File: config.mk
export PLATFORM = sky130hd
export DESIGN_NAME = mws_div
export DESIGN_NICKNAME = d
export VERILOG_FILES = /design/src/rtl/core/mecanum_wheel_speed_solver_macros.svh /design/src/rtl/core/mws_div.sv
export SDC_FILE = /design/constraint.sdc
export NUM_CORES = 2
export LEC_CHECK = 0
export ABC_AREA = 1
export BUFFER_PORTS_ARGS = -buffer_cell sky130_fd_sc_hd__buf_2
export CORE_ASPECT_RATIO = 0.75
export CORE_MARGIN = 5
export CORE_UTILIZATION = 55
export DETAILED_ROUTE_END_ITERATION = 10
export PLACE_DENSITY = 0.76
export SLEW_MARGIN = 40
export SYNTH_ARGS = -nofsm -noshare
export SYNTH_HDL_FRONTEND = slang
export SYNTH_SLANG_ARGS = --single-unit
File: constraint.sdc
create_clock -name clock -period 4.53 [get_ports clock]
set_input_delay 0.453 -clock clock [delete_from_list [all_inputs] [get_ports clock]]
set_output_delay 0.453 -clock clock [all_outputs]
set_load 0.02 [all_outputs]
File: src/rtl/core/mecanum_wheel_speed_solver_macros.svh
// Assertion macros for the mecanum wheel speed solver.
`ifndef MECANUM_WHEEL_SPEED_SOLVER_MACROS_SVH
`define MECANUM_WHEEL_SPEED_SOLVER_MACROS_SVH

// Same-cycle implication, disabled during reset.
`define MWS_ASSERT_NOW(label, clk, rst, ante, cons, msg) \
   label: assert property (@(posedge clk) disable iff (rst) (ante) |-> (cons)) \
      else $error(msg);

// Next-cycle implication, disabled during reset.
`define MWS_ASSERT_NEXT(label, clk, rst, ante, cons, msg) \
   label: assert property (@(posedge clk) disable iff (rst) (ante) |=> (cons)) \
      else $error(msg);

`endif

File: src/rtl/core/mws_div.sv
// Pipelined restoring divider lane, one quotient bit per stage, with a sideband tag.
module mws_div #(
   parameter int DEN_W = 18,
   parameter int Q_W   = 15,
   parameter int TAG_W = 17
) (
   input  logic                   clock,
   input  logic                   en,
   input  logic [DEN_W+Q_W-1:0]   num,
   input  logic [DEN_W-1:0]       den,
   input  logic [TAG_W-1:0]       tag_in,
   output logic [Q_W-1:0]         quo,
   output logic [TAG_W-1:0]       tag_out
);
   localparam int NUM_W = DEN_W + Q_W;

   logic [NUM_W-1:0] rem_ff [Q_W];
   logic [NUM_W-1:0] rem_in [Q_W];
   logic [DEN_W-1:0] den_ff [Q_W];
   logic [DEN_W-1:0] den_in [Q_W];
   logic [Q_W-1:0]   quo_ff [Q_W];
   logic [Q_W-1:0]   quo_in [Q_W];
   logic [TAG_W-1:0] side_ff [Q_W];
   logic [TAG_W-1:0] side_in [Q_W];

   // stage s settles quotient bit Q_W-1-s
   always_comb begin
      logic [NUM_W-1:0] rem_prev, trial;
      logic [DEN_W-1:0] den_prev;
      logic [Q_W-1:0]   quo_prev;
      logic [TAG_W-1:0] side_prev;
      for (int s = 0; s < Q_W; s++) begin
         if (s == 0) begin
            rem_prev  = num;
            den_prev  = den;
            quo_prev  = '0;
            side_prev = tag_in;
         end else begin
            rem_prev  = rem_ff[s-1];
            den_prev  = den_ff[s-1];
            quo_prev  = quo_ff[s-1];
            side_prev = side_ff[s-1];
         end
         trial = {{Q_W{1'b0}}, den_prev} << (Q_W - 1 - s);
         if (rem_prev >= trial) begin
            rem_in[s] = rem_prev - trial;
            quo_in[s] = {quo_prev[Q_W-2:0], 1'b1};
         end else begin
            rem_in[s] = rem_prev;
            quo_in[s] = {quo_prev[Q_W-2:0], 1'b0};
         end
         den_in[s]  = den_prev;
         side_in[s] = side_prev;
      end
   end

   always_ff @(posedge clock) begin
      if (en) begin
         rem_ff  <= rem_in;
         den_ff  <= den_in;
         quo_ff  <= quo_in;
         side_ff <= side_in;
      end
   end

   assign quo     = quo_ff[Q_W-1];
   assign tag_out = side_ff[Q_W-1];
endmodule

# Word level (Yosys, flattened, before mapping)

Index checks and enable logic that the tools add are counted.

Input bits: 70
Flip-flop bits (word level): 1089

$add $sub $neg: 14
Muxes and demuxes: 29
Order comparisons: 15

Operators with widths:

| kind                                         | number |
|---|---|
| two-way mux 33 bit                           | 14 |
| greater-or-equal comparator 33 x 18 -> 1 bit | 1 |
| greater-or-equal comparator 33 x 19 -> 1 bit | 1 |
| greater-or-equal comparator 33 x 20 -> 1 bit | 1 |
| greater-or-equal comparator 33 x 21 -> 1 bit | 1 |
| greater-or-equal comparator 33 x 22 -> 1 bit | 1 |
| greater-or-equal comparator 33 x 23 -> 1 bit | 1 |
| greater-or-equal comparator 33 x 24 -> 1 bit | 1 |
| greater-or-equal comparator 33 x 25 -> 1 bit | 1 |
| greater-or-equal comparator 33 x 26 -> 1 bit | 1 |
| greater-or-equal comparator 33 x 27 -> 1 bit | 1 |
| greater-or-equal comparator 33 x 28 -> 1 bit | 1 |
| greater-or-equal comparator 33 x 29 -> 1 bit | 1 |
| greater-or-equal comparator 33 x 30 -> 1 bit | 1 |
| greater-or-equal comparator 33 x 31 -> 1 bit | 1 |
| greater-or-equal comparator 33 x 32 -> 1 bit | 1 |
| subtractor 33 x 19 -> 33 bit                 | 1 |
| subtractor 33 x 20 -> 33 bit                 | 1 |
| subtractor 33 x 21 -> 33 bit                 | 1 |
| subtractor 33 x 22 -> 33 bit                 | 1 |
| subtractor 33 x 23 -> 33 bit                 | 1 |
| subtractor 33 x 24 -> 33 bit                 | 1 |
| subtractor 33 x 25 -> 33 bit                 | 1 |
| subtractor 33 x 26 -> 33 bit                 | 1 |
| 7 further kinds                              | 21 |

# Longest topological paths before layout

Depth after elaboration: 2
Mapped depth: 16
Gate-level depth less buffers: 15

# Least setup slack after synthesis

No wires, ideal clock.

Path kind: reg2reg
Start: register rem_ff[135] (netlist bit)
End: register rem_ff[125] (netlist bit), data pin
Arrival time: 1.930 ns
Clock period less this slack: 2.186 ns
Stages on the path, launching flop included: 14
Path slack: 2.344 ns
Path through: edfxtp_1 -> inv_1 -> ha_1 -> inv_1 -> fa_1 -> nand3_1 -> nand3_2 -> nand2_1 -> nand2_1 -> nand2_1 -> nand2_2 -> a21oi_4 -> buf_4 -> a21oi_1

RTL lines:

| element                | RTL line      | source |
|---|---|---|
| start, declared        | mws_div.sv:17 | `logic [NUM_W-1:0] rem_ff [Q_W];` |
| start signal, assigned | mws_div.sv:59 | `rem_ff <= rem_in;` |

==> out/qor.txt <==
Num CTS Buffers: 104
Crit path arrival time: 3.48 ns
most numerous cell on the critical path: nand2_1
clock slew seen by the registers of the worst setup and hold paths: 0.07 ns
top layer in use: met4
Post-synth EDFFs: 1,089
final hold vios: 0
Distinct cells, synth: 40
fmax: 0.3237 GHz
most frequent cells after synthesis: nand2_1 (2,408), inv_1 (1,154), edfxtp_1 (1,089), nor2_1 (537), nand3_1 (393)
xor and xnor fraction of the mapped netlist area: 2.423%
Antenna Cells: 0
Rows: 105
WL met3: 15,940 um
crit path capture type: flop
complex-gate fraction of the synthesized area: 3.794%
GRT Overall Usage: 26.54%
Crit path largest cell delay: 0.58 ns
Clock Tree Buf Depth: 3
post-synthesis adder-cell area fraction: 6.096%
RSZ-0062 raised after global routing: no
Post-Syn Area: 60,010 um^2
Final Max Slew Viols: 0
Tcrit/Tclk final: 68.19%
finished layout cell area: 66,070 um^2
port bufs: 101
post-synth top area share: 54.49%
PwrDens: 565.3 nW/um^2
HP Class: in2reg
Worst VDD drop: 0.0003513 V
Net Switching: 14.60 mW
vias in the first global route: 42,180
Hold Path Origin: num[28]
reg2reg start: rem_ff[339]
register area share after synthesis: 54.49%
worst hold margin: 0.07574 ns
via count: 45,863
Syn Nets: 7,155
Std-Cell Core Area: 108,900 um^2
die height: 296.1 um
cells after synthesis: 6,801
Clk pwr share: 23.4%
gr ovfl total: 0
yosys warns: 0
power share of the combinational group: 36.9%
cell with the most instances after synthesis: nand2_1
post-route setup TNS: 0 ns
Post-CTS Setup Inserts: 0
drt drc: 0
Horiz. Die Dim: 391.4 um
nets: 7,369
initial drt markers: 5,432
M1 WL: 73,890 um
endpoints failing setup: 0
required time worst endpoint: 4.92 ns
metal2 WL: 60,850 um
Synth Area in Simple Gates: 24.66%
Layout Skew: 0.04951 ns
vias per cell: 5.367
actual slew at the worst max-slew pin: 0.7581 ns
largest net degree at the start of global routing: 114
FFs w/ async S/R, synth: 0%
crit path cell chain: inv_1 > ha_1 > inv_1 > fa_1 > nand2_1 > nand3_1 > nand3_1 > nand2_1 > nand2_1 > nand2_1 > nand2_1 > nand2_2 > inv_2 > a21oi_1
Core Util, Final: 60.67%
first-pass GRT wire length: 238,900 um
proportion of layout cells with a drive suffix above 1: 6.336%
Switching Fraction: 39.09%
initial antenna violation count: 1
DP Cell Count: 8,294
Root Driver: clkbuf_16
crit path launch: rem_ff[339]
status: finished, final reports clean
Critical Path Source Type: flop
Seq pwr share: 39.7%
post-synthesis register bit count: 1,089
Cell Area, Placed: 62,080 um^2
CTS tree: built
largest area contributor in the netlist: edfxtp_1
post-synthesis area per instance: 8.824 um^2
R2R Setup Slk: 1.44 ns
antenna-violating nets left: 0
critical path class: reg2reg
Initial Util: 55.10%
drt first pass iters: 6
I/O Pins: 102
CP max FO: 30
Top FF cell, synth: edfxtp_1
post-CTS sizing: 0
leakage power: 30.21 nW
drt total wl: 154,400 um
MaxCap Viol Count: 0
final worst path period need: 3.089 ns
internal power: 22.75 mW
Relative slew margins: 48.92%
DP Wirelength: 119,200 um
Buf+Inv Stages, Crit Path: 3
Area Overhead vs Synth: 10.09%
Clk Latency, worst-skew pair: 0.73 ns
Sink Count: 1,089
main combinational cell family by area after synthesis: simple AND/OR/NAND/NOR gates
delay-heaviest family, CP: simple AND/OR/NAND/NOR gates
WL per Instance: 18.07 um
hold_buf cts: 59
htree depth: 3
post-synthesis mux area share: 0%
ranking of synthesized cells by area: edfxtp_1 (54%), nand2_1 (15%), inv_1 (7.2%)
Non-Filler Instances: 8,546
die area: 115,900 um^2
CP max stage cell: inv_2
RD Place Congestion: 0.9677
==> power by group through the flow <==
stage	clock network [mW]	logic (mW)	registers, mW
global placement	0	13.1	15.0
global route	9.39	15.4	14.9
detailed placement	0	13.3	15.0
CTS	8.93	13.4	14.8
finish	8.74	13.8	14.8
floorplan	0	9.81	14.2
==> layout make-up <==
cell class | instances | area, um^2
clock buffers | 129 | 2718
clock inverters | 64 | 680.7
fillers | 9196 | 42840
inverters | 1175 | 4418
multi-input cells | 4452 | 22200
flip-flops and latches | 1089 | 32700
well taps | 1444 | 1807
repair buffers | 193 | 1544
==> placed cells by master (no fill, tap or decap), types with 15 or more instances in the layout <==
cell type	Yosys	layout
nand4_1	86	86
nor2_2	18	17
inv_1	1154	1154
xor2_1	130	130
o21bai_1	15	15
a21oi_2	68	68
nand3_1	393	392
nor2_1	537	537
and2_1	16	16
a21oi_1	210	210
nor3_1	58	58
nand2_2	19	19
clkbuf_1	0	24
xnor2_1	36	36
clkinv_1	0	15
o21ai_1	20	20
o21ai_0	59	59
dlygate4sd3_1	0	59
buf_4	53	18
clkbuf_16	0	105
nand3b_1	41	41
nand2_1	2408	2408
buf_2	8	100
edfxtp_1	1089	1089
inv_2	18	18
ha_1	270	270
==> path summary, 6_finish.rpt <==
path,to,cells past startpoint
hold reg to reg,side_ff[41],0
hold / removal,rem_ff[490],3
setup / recovery,rem_ff[329],14
setup reg to reg,rem_ff[329],14
==> worst register-to-register path: stages (launching register included) <==
cell and delay [ns]:
edfxtp_1 0.36, inv_1 0.08, ha_1 0.18, inv_1 0.09, fa_1 0.42, nand2_1 0.11, nand3_1 0.11, nand3_1 0.09
nand2_1 0.13, nand2_1 0.09, nand2_1 0.08, nand2_1 0.09, nand2_2 0.21, inv_2 0.58, a21oi_1 0.18
==> routing by layer <==
layer  vias up  global-route usage [%]
li1      22281                       -
met3       223                   5.367
met1     21398                   42.45
met2      1961                   36.95
met5         -                       0
met4         0                   6.388
==> per-stage QoR <==
| stage | worst slack [ns] | power [mW] |
|---|---|---|
| after floorplan | 2.344 | 24.00 |
| after global placement | 1.570 | 28.05 |
| after detailed placement | 1.498 | 28.22 |
| after CTS | 1.485 | 37.12 |
| after global routing | 1.286 | 39.72 |
| final | 1.441 | 37.35 |
==> cell families after synthesis <==
group | Yosys count
AND/OR/NAND/NOR | 3616
buffers and inverters | 1260
flip-flops | 1089
AO/OA/AOI/OAI | 386
adder cells (fa/ha/maj) | 284
XOR/XNOR | 166
==> flip-flops by register name (all words and copies together), names as in the netlist <==
| name | count |
|---|---|
| rem_ff | 462 |
| den_ff | 252 |
| side_ff | 238 |
| quo_ff | 105 |
| tag_out | 17 |
| quo | 15 |
No activity file was read; power rests on OpenSTA's default activity.
