## src/rtl/core/mecanum_wheel_speed_solver_macros.svh

```systemverilog
// Assertion macros for the mecanum wheel speed solver.
`ifndef MECANUM_WHEEL_SPEED_SOLVER_MACROS_SVH
`define MECANUM_WHEEL_SPEED_SOLVER_MACROS_SVH

// Same-cycle implication, disabled during reset.
`define MWS_ASSERT_NOW(label, clk, rst, ante, cons, msg) \
   label: assert property (@(posedge clk) disable iff (rst) (ante) |-> (cons)) \
      else $error(msg);

// Next-cycle implication, disabled during reset.
`define MWS_ASSERT_NEXT(label, clk, rst, ante, cons, msg) \
   label: assert property (@(posedge clk) disable iff (rst) (ante) |=> (cons)) \
      else $error(msg);

`endif

```

## src/rtl/core/mws_pkg.sv

```systemverilog
// Types and constants shared by the mecanum wheel speed solver.
package mws_pkg;

   localparam int VEL_W   = 16;
   localparam int GAIN_W  = 24;
   localparam int LIMIT_W = 15;
   localparam int WHEELS  = 4;
   localparam int PROD_W  = GAIN_W + VEL_W;
   localparam int ACC_W   = PROD_W + 2;
   localparam int CSR_IDX_W = 2;

   // bit i set: wheel i takes the negated term
   localparam logic [WHEELS-1:0] FWD_NEG  = 4'b0101;
   localparam logic [WHEELS-1:0] SIDE_NEG = 4'b1100;

   localparam logic signed [GAIN_W-1:0] LIN_GAIN_RST  = 24'sd65536;
   localparam logic signed [GAIN_W-1:0] TURN_GAIN_RST = 24'sd65536;
   localparam logic [LIMIT_W-1:0]       LIMIT_RST     = 15'd32767;

   typedef enum logic [CSR_IDX_W-1:0] {
      CSR_LIN_GAIN    = 2'd0,
      CSR_TURN_GAIN   = 2'd1,
      CSR_WHEEL_LIMIT = 2'd2
   } csr_index_type;

   typedef struct packed {
      logic signed [VEL_W-1:0] vel_fwd;
      logic signed [VEL_W-1:0] vel_side;
      logic signed [VEL_W-1:0] yaw_rate;
   } req_type;

   typedef struct packed {
      logic signed [VEL_W-1:0] wheel_front_a;
      logic signed [VEL_W-1:0] wheel_front_b;
      logic signed [VEL_W-1:0] wheel_rear_a;
      logic signed [VEL_W-1:0] wheel_rear_b;
   } rsp_type;

endpackage

```

## src/rtl/core/mws_kin.sv

```systemverilog
// Kinematics front end: gain multiplies, wheel sums, magnitude and scaling shift.
module mws_kin #(
   parameter int FRAC_BITS = 16,
   parameter int MAG_W     = mws_pkg::ACC_W - FRAC_BITS
) (
   input  logic                               clock,
   input  logic                               reset,
   input  logic                               en,
   input  logic                               in_valid,
   input  mws_pkg::req_type                   in_word,
   input  logic signed [mws_pkg::GAIN_W-1:0]  lin_gain,
   input  logic signed [mws_pkg::GAIN_W-1:0]  turn_gain,
   output logic                               out_valid,
   output logic [MAG_W-1:0]                   mag_out [mws_pkg::WHEELS],
   output logic [mws_pkg::WHEELS-1:0]         neg_out
);
   localparam int PW = mws_pkg::PROD_W;
   localparam int AW = mws_pkg::ACC_W;

   logic                 v1_ff, v2_ff, v3_ff;
   logic signed [PW-1:0] lx_ff, ly_ff, tw_ff, lx_in, ly_in, tw_in;
   logic signed [AW-1:0] acc_ff [mws_pkg::WHEELS];
   logic signed [AW-1:0] acc_in [mws_pkg::WHEELS];
   logic [MAG_W-1:0]     mag_ff [mws_pkg::WHEELS];
   logic [MAG_W-1:0]     mag_in [mws_pkg::WHEELS];
   logic [mws_pkg::WHEELS-1:0] neg_ff, neg_in;

   always_comb begin
      lx_in = PW'(lin_gain) * PW'(in_word.vel_fwd);
      ly_in = PW'(lin_gain) * PW'(in_word.vel_side);
      tw_in = PW'(turn_gain) * PW'(in_word.yaw_rate);
   end

   always_comb begin
      logic signed [AW-1:0] fx, fy;
      logic [AW-1:0]        abs_v, shf;
      for (int i = 0; i < mws_pkg::WHEELS; i++) begin
         fx = mws_pkg::FWD_NEG[i]  ? -AW'(lx_ff) : AW'(lx_ff);
         fy = mws_pkg::SIDE_NEG[i] ? -AW'(ly_ff) : AW'(ly_ff);
         acc_in[i] = AW'(tw_ff) + fx + fy;
      end
      for (int i = 0; i < mws_pkg::WHEELS; i++) begin
         neg_in[i] = acc_ff[i][AW-1];
         abs_v = neg_in[i] ? AW'(-acc_ff[i]) : AW'(acc_ff[i]);
         shf = abs_v >> FRAC_BITS;
         mag_in[i] = shf[MAG_W-1:0];
      end
   end

   always_ff @(posedge clock) begin
      if (reset) begin
         v1_ff <= 1'b0;
         v2_ff <= 1'b0;
         v3_ff <= 1'b0;
      end else if (en) begin
         v1_ff <= in_valid;
         v2_ff <= v1_ff;
         v3_ff <= v2_ff;
      end
   end

   always_ff @(posedge clock) begin
      if (en) begin
         lx_ff  <= lx_in;
         ly_ff  <= ly_in;
         tw_ff  <= tw_in;
         acc_ff <= acc_in;
         mag_ff <= mag_in;
         neg_ff <= neg_in;
      end
   end

   assign out_valid = v3_ff;
   assign mag_out   = mag_ff;
   assign neg_out   = neg_ff;
endmodule

```

## config.mk

```make
export PLATFORM = sky130hd
export DESIGN_NAME = mws_kin
export DESIGN_NICKNAME = d
export VERILOG_FILES = /design/src/rtl/core/mecanum_wheel_speed_solver_macros.svh /design/src/rtl/core/mws_pkg.sv /design/src/rtl/core/mws_kin.sv
export SDC_FILE = /design/constraint.sdc
export NUM_CORES = 2
export LEC_CHECK = 0
export ABC_AREA = 1
export BUFFER_PORTS_ARGS = -buffer_cell sky130_fd_sc_hd__buf_2
export CORE_ASPECT_RATIO = 2
export CORE_MARGIN = 2
export CORE_UTILIZATION = 45
export DETAILED_ROUTE_END_ITERATION = 10
export SETUP_SLACK_MARGIN = 0.4
export SLEW_MARGIN = 5
export SYNTH_ARGS = -nofsm -noshare
export SYNTH_HDL_FRONTEND = slang
export SYNTH_SLANG_ARGS = --single-unit
```

## constraint.sdc

```tcl
create_clock -name clock -period 5.95 [get_ports clock]
set_clock_uncertainty 0.15 [all_clocks]
set_input_delay 0.8925 -clock clock [delete_from_list [all_inputs] [get_ports clock]]
set_output_delay 0.8925 -clock clock [all_outputs]
set_load 0.005 [all_outputs]
```

Word-level counts from Yosys, hierarchy flattened:

Cells that the tools add are included.

* bits in registers: 399
* input port bits: 100
* output and inout port bits: 109
* word-level logic and storage cells: 38

* add/sub/neg operators: 12
* multipliers: 3
* mux-type cells: 4

Operators with widths (number)
* negator 42 bit: 4
* 2-to-1 mux 41 bit: 4
* multiplier 24 x 16 -> 40 bit: 3
* negator 40 -> 42 bit: 2
* adder 40 x 42 -> 42 bit: 1
* adder 41 x 40 -> 42 bit: 1
* adder 41 x 42 -> 42 bit: 1
* adder 42 x 40 -> 42 bit: 1
* adder 42 bit: 1
* adder 40 x 40 -> 41 bit: 1

Logic depth before layout (Yosys ltp):

* depth after elaboration: 3
* depth in mapped cells: 32
* gate-level depth less buffers: 32

Worst setup path after synthesis:

Ideal clock, no wire load.

* path kind: in2reg
* from: input turn_gain[23] in the netlist's numbering
* to: register tw_ff[37], data pin
* setup time: 0.253 ns
* arrival: 5.867 ns
* data required time: 5.547 ns
* slack: -0.320 ns
* stages: 19
* cell sequence: clkbuf_1 nand2_1 inv_1 fa_1 fa_1 inv_1 fa_1 inv_1 fa_1 fa_1 fa_1 ha_1 nand2_1 nor2_1 inv_1 nor4_1 o21ai_0 nand4_1 nand2_1

* longest elaborated chain between the ends: 1

Ends and longest elaborated chain
* start, declared: line mws_kin.sv:12 `input logic signed [mws_pkg::GAIN_W-1:0] turn_gain,`
* multiplier 24 x 16 -> 40 bit: line mws_kin.sv:31 `tw_in = PW'(turn_gain) * PW'(in_word.yaw_rate);`
* via tw_in[37]: line mws_kin.sv:21 `logic signed [PW-1:0] lx_ff, ly_ff, tw_ff, lx_in, ly_in, tw_in;`
* end signal, assigned: line mws_kin.sv:66 `tw_ff <= tw_in;`
* end, declared: line mws_kin.sv:21

The timed path passes the listed nets, and every way through them passes these cells.
A chain may end at the register's enable or synchronous reset.

Worst setup path in the final report:

* from: input lin_gain[23] in the netlist's numbering
* to: register lx_ff[39], data pin

* longest elaborated chain between the ends: 1

Ends and longest elaborated chain
* start, declared: line mws_kin.sv:11 `input logic signed [mws_pkg::GAIN_W-1:0] lin_gain,`
* multiplier 24 x 16 -> 40 bit: line mws_kin.sv:29 `lx_in = PW'(lin_gain) * PW'(in_word.vel_fwd);`
* via lx_in[39]: line mws_kin.sv:21
* end signal, assigned: line mws_kin.sv:64 `lx_ff <= lx_in;`
* end, declared: line mws_kin.sv:21

The timed path passes the listed nets, and every way through them passes these cells.

==> results.json <==
{
  "status": "completed",
  "crit_slowest_cell": "fa_2",
  "syn_nets": 12240,
  "busiest_layer": "met2",
  "syn_to_final_growth_pct": 23.93,
  "fp.dieH_um": 592.5,
  "cts_tree": "done",
  "ys.flop_type": "edfxtp_1",
  "rows": 216,
  "muxShareOfSynthArea": 0,
  "setup_violations": 0,
  "final_cell_mix": "2456 x inv_1, 2413 x nand2_1, 1020 x fa_1, 844 x buf_4, 764 x nor2_1",
  "hpwlAfterDp_mm": 284.7,
  "worst_ep_required_time_ps": 6180,
  "finalWirelength_mm": 332.4,
  "clock_latency_ps": 680,
  "grt_util_all_layers": 0.3751,
  "ys_seq_area_frac": 0.1526,
  "grt_first_pass_wirelength_mm": 482.7,
  "synthXorXnorAreaFrac": 0.04675,
  "crit_path_end_kind": "flip-flop",
  "arrival_ps": 6170,
  "ys_types": 54,
  "clockBufferDepth": 3,
  "antenna_found_initial": 10,
  "port_buffers": 208,
  "met1_usage": 0.3140,
  "min_period_ps": 5934,
  "maxCapViolCount": 0,
  "final_common_cell": "inv_1",
  "critPathBufInv": 7,
  "crit_top_cell": "fa_1",
  "drt-vias-per-instance": 5.266,
  "fp.dieW_um": 298.3,
  "synth_compound_area_frac": 0.06986,
  "hold_path_class": "in -> reg",
  "path_clk_slew_ps": 70,
  "period_share": 0.9974,
  "synth.yosys.warnings": 0,
  "num_vias": 72810,
  "die-area_mm2": 0.1767,
  "critPathTopFamily": "adder cells",
  "grt_overflow": 0,
  "layout-drive-gt1-share": 0.2011,
  "synth_edf_count": 394,
  "antenna_left": 0,
  "ys_ff_latch": 397,
  "relSlewSlack": 0.1617,
  "firstDrtPassIters": 7,
  "grt_max_degree": 118,
  "use_met3": 0.05509,
  "postLayoutCellArea_mm2": 0.09658,
  "drc": 0,
  "htree_levels": 2,
  "avgSynthCellArea_um2": 7.443,
  "synthAdderAreaFrac": 0.3760,
  "synthSimpleGateAreaFrac": 0.2143,
  "ioPinCount": 209,
  "grt_pass1_vias": 78050,
  "met2_usage": 0.7047,
  "fmax_ghz": 0.1685,
  "synth_top_family_by_area": "adder cells",
  "coreArea_mm2": 0.1727,
  "timing.final.hold_violations": 0,
  "drv_slew": 0,
  "placed_cell_area_mm2": 0.08972,
  "path_class": "in -> reg",
  "slowest_delay_ps": 670,
  "syn_area_mm2": 0.07793,
  "path_max_fanout": 7,
  "crit_chain": "buf_12 -> buf_12 -> buf_8 -> nand2_2 -> inv_2 -> fa_2 -> fa_1 -> inv_2 -> buf_4 -> fa_1 -> fa_2 -> inv_1 -> fa_1 -> fa_1 -> ha_1 -> nand2_1 -> nor2_2 -> o21ai_1 -> nand3_2 -> a21oi_2 -> nand3_2 -> xor2_1",
  "async_flop_share": 0,
  "drt_iter0_drc": 3933,
  "worstSetupStartpointType": "input port",
  "gp_congestion": 1.136,
  "final_nets": 13260,
  "n_fill_cell": 16270,
  "postSynthCellCount": 10470,
  "post_drt_wl_per_cell_um": 24.04,
  "tightest_slew_ps": 1257,
  "cts_buffers": 42,
  "cts_root_buffer": "clkbuf_16",
  "clock_sinks": 397,
  "initial_core_util": 0.4513,
  "rsz0062_at_grt": "true"
}
[flip-flops by register name, summed over array words and instances (netlist names)]
signal and count:
neg_out 4, v2_ff 1, acc_ff 166, v1_ff 1
tw_ff 40, mag_out 104, ly_ff 40, lx_ff 40
out_valid 1
[logic make-up after synthesis]
family                     Yosys count
and+or+nand+nor                   4130
buffers and inverters             2896
adders and majority gates         1665
AOI/OAI and AO/OA                  967
xor gates and xnor gates           416
DFF                                397
[final cells by class]
type	instances	area, um2	share of cell area
repair buffers	1225	10940	0.1133
diodes	7	17.52	0.0001814
multi-input cells	7178	59470	0.6158
clock inverters	31	311.5	0.003226
well taps	2289	2864	0.02965
flip-flops and latches	397	11890	0.1231
inverters	2654	9988	0.1034
clock buffers	46	1087	0.01126
[path summary, 6_finish.rpt]
check / start / end / slack, ps / cells past startpoint
min: reset / v1_ff / 280 / 2
max reg2reg: tw_ff[18] / acc_ff[39] / 520 / 18
min reg2reg: v1_ff / v1_ff / 310 / 2
max: lin_gain[23] / lx_ff[39] / 20 / 22
[metrics by stage]
stage               cells  hold slack, ps  setup slack (ps)  setup TNS, ps  utilization
global placement    13610           289.2            -951.5         -49800       0.5195
detailed placement  13610           305.1            -914.2         -53260       0.5195
finish              13830           278.5             15.61              0       0.5592
CTS                 13770           247.3             92.98              0       0.5428
floorplan           10470           274.4             105.3              0            -
global route        13820           306.1            -51.73         -102.6       0.5591
[per-layer routing]
layer	wire length [um]	vias to the layer above
met1	95620	35260
li1	-	33530
met3	14390	1404
met4	46750	8
met2	175600	2607
met5	58	-
[synthesized netlist by cell type (all sizes together), types with 56 or more instances]
| cell type | n | area [um2] |
|---|---|---|
| o21bai | 56 | 431.7 |
| nor3 | 90 | 485.5 |
| fa | 1128 | 22580 |
| clkbuf | 218 | 818.3 |
| nor2 | 919 | 3517 |
| nand2 | 2617 | 9848 |
| xnor2 | 95 | 832.1 |
| edfxtp | 394 | 11830 |
| o21ai | 317 | 1635 |
| inv | 2653 | 9958 |
| nand3 | 307 | 1577 |
| nand4 | 102 | 638.1 |
| a21oi | 456 | 2335 |
| ha | 537 | 6719 |
| xor2 | 321 | 2811 |
[repair_timing]
| action | 4_1_cts | 5_1_grt |
|---|---|---|
| cloned | 11 | 1 |
| setup buffers | 71 | 52 |
| pin swaps | 218 | 431 |
| setup endpoints to repair | 85 | 97 |
| resized for setup | 515 | 719 |
| hold buffers | 0 | 0 |
Power is left out: the tool's default activity adds up to more than one toggle a clock period on the data nets, which glitch-free logic cannot reach.
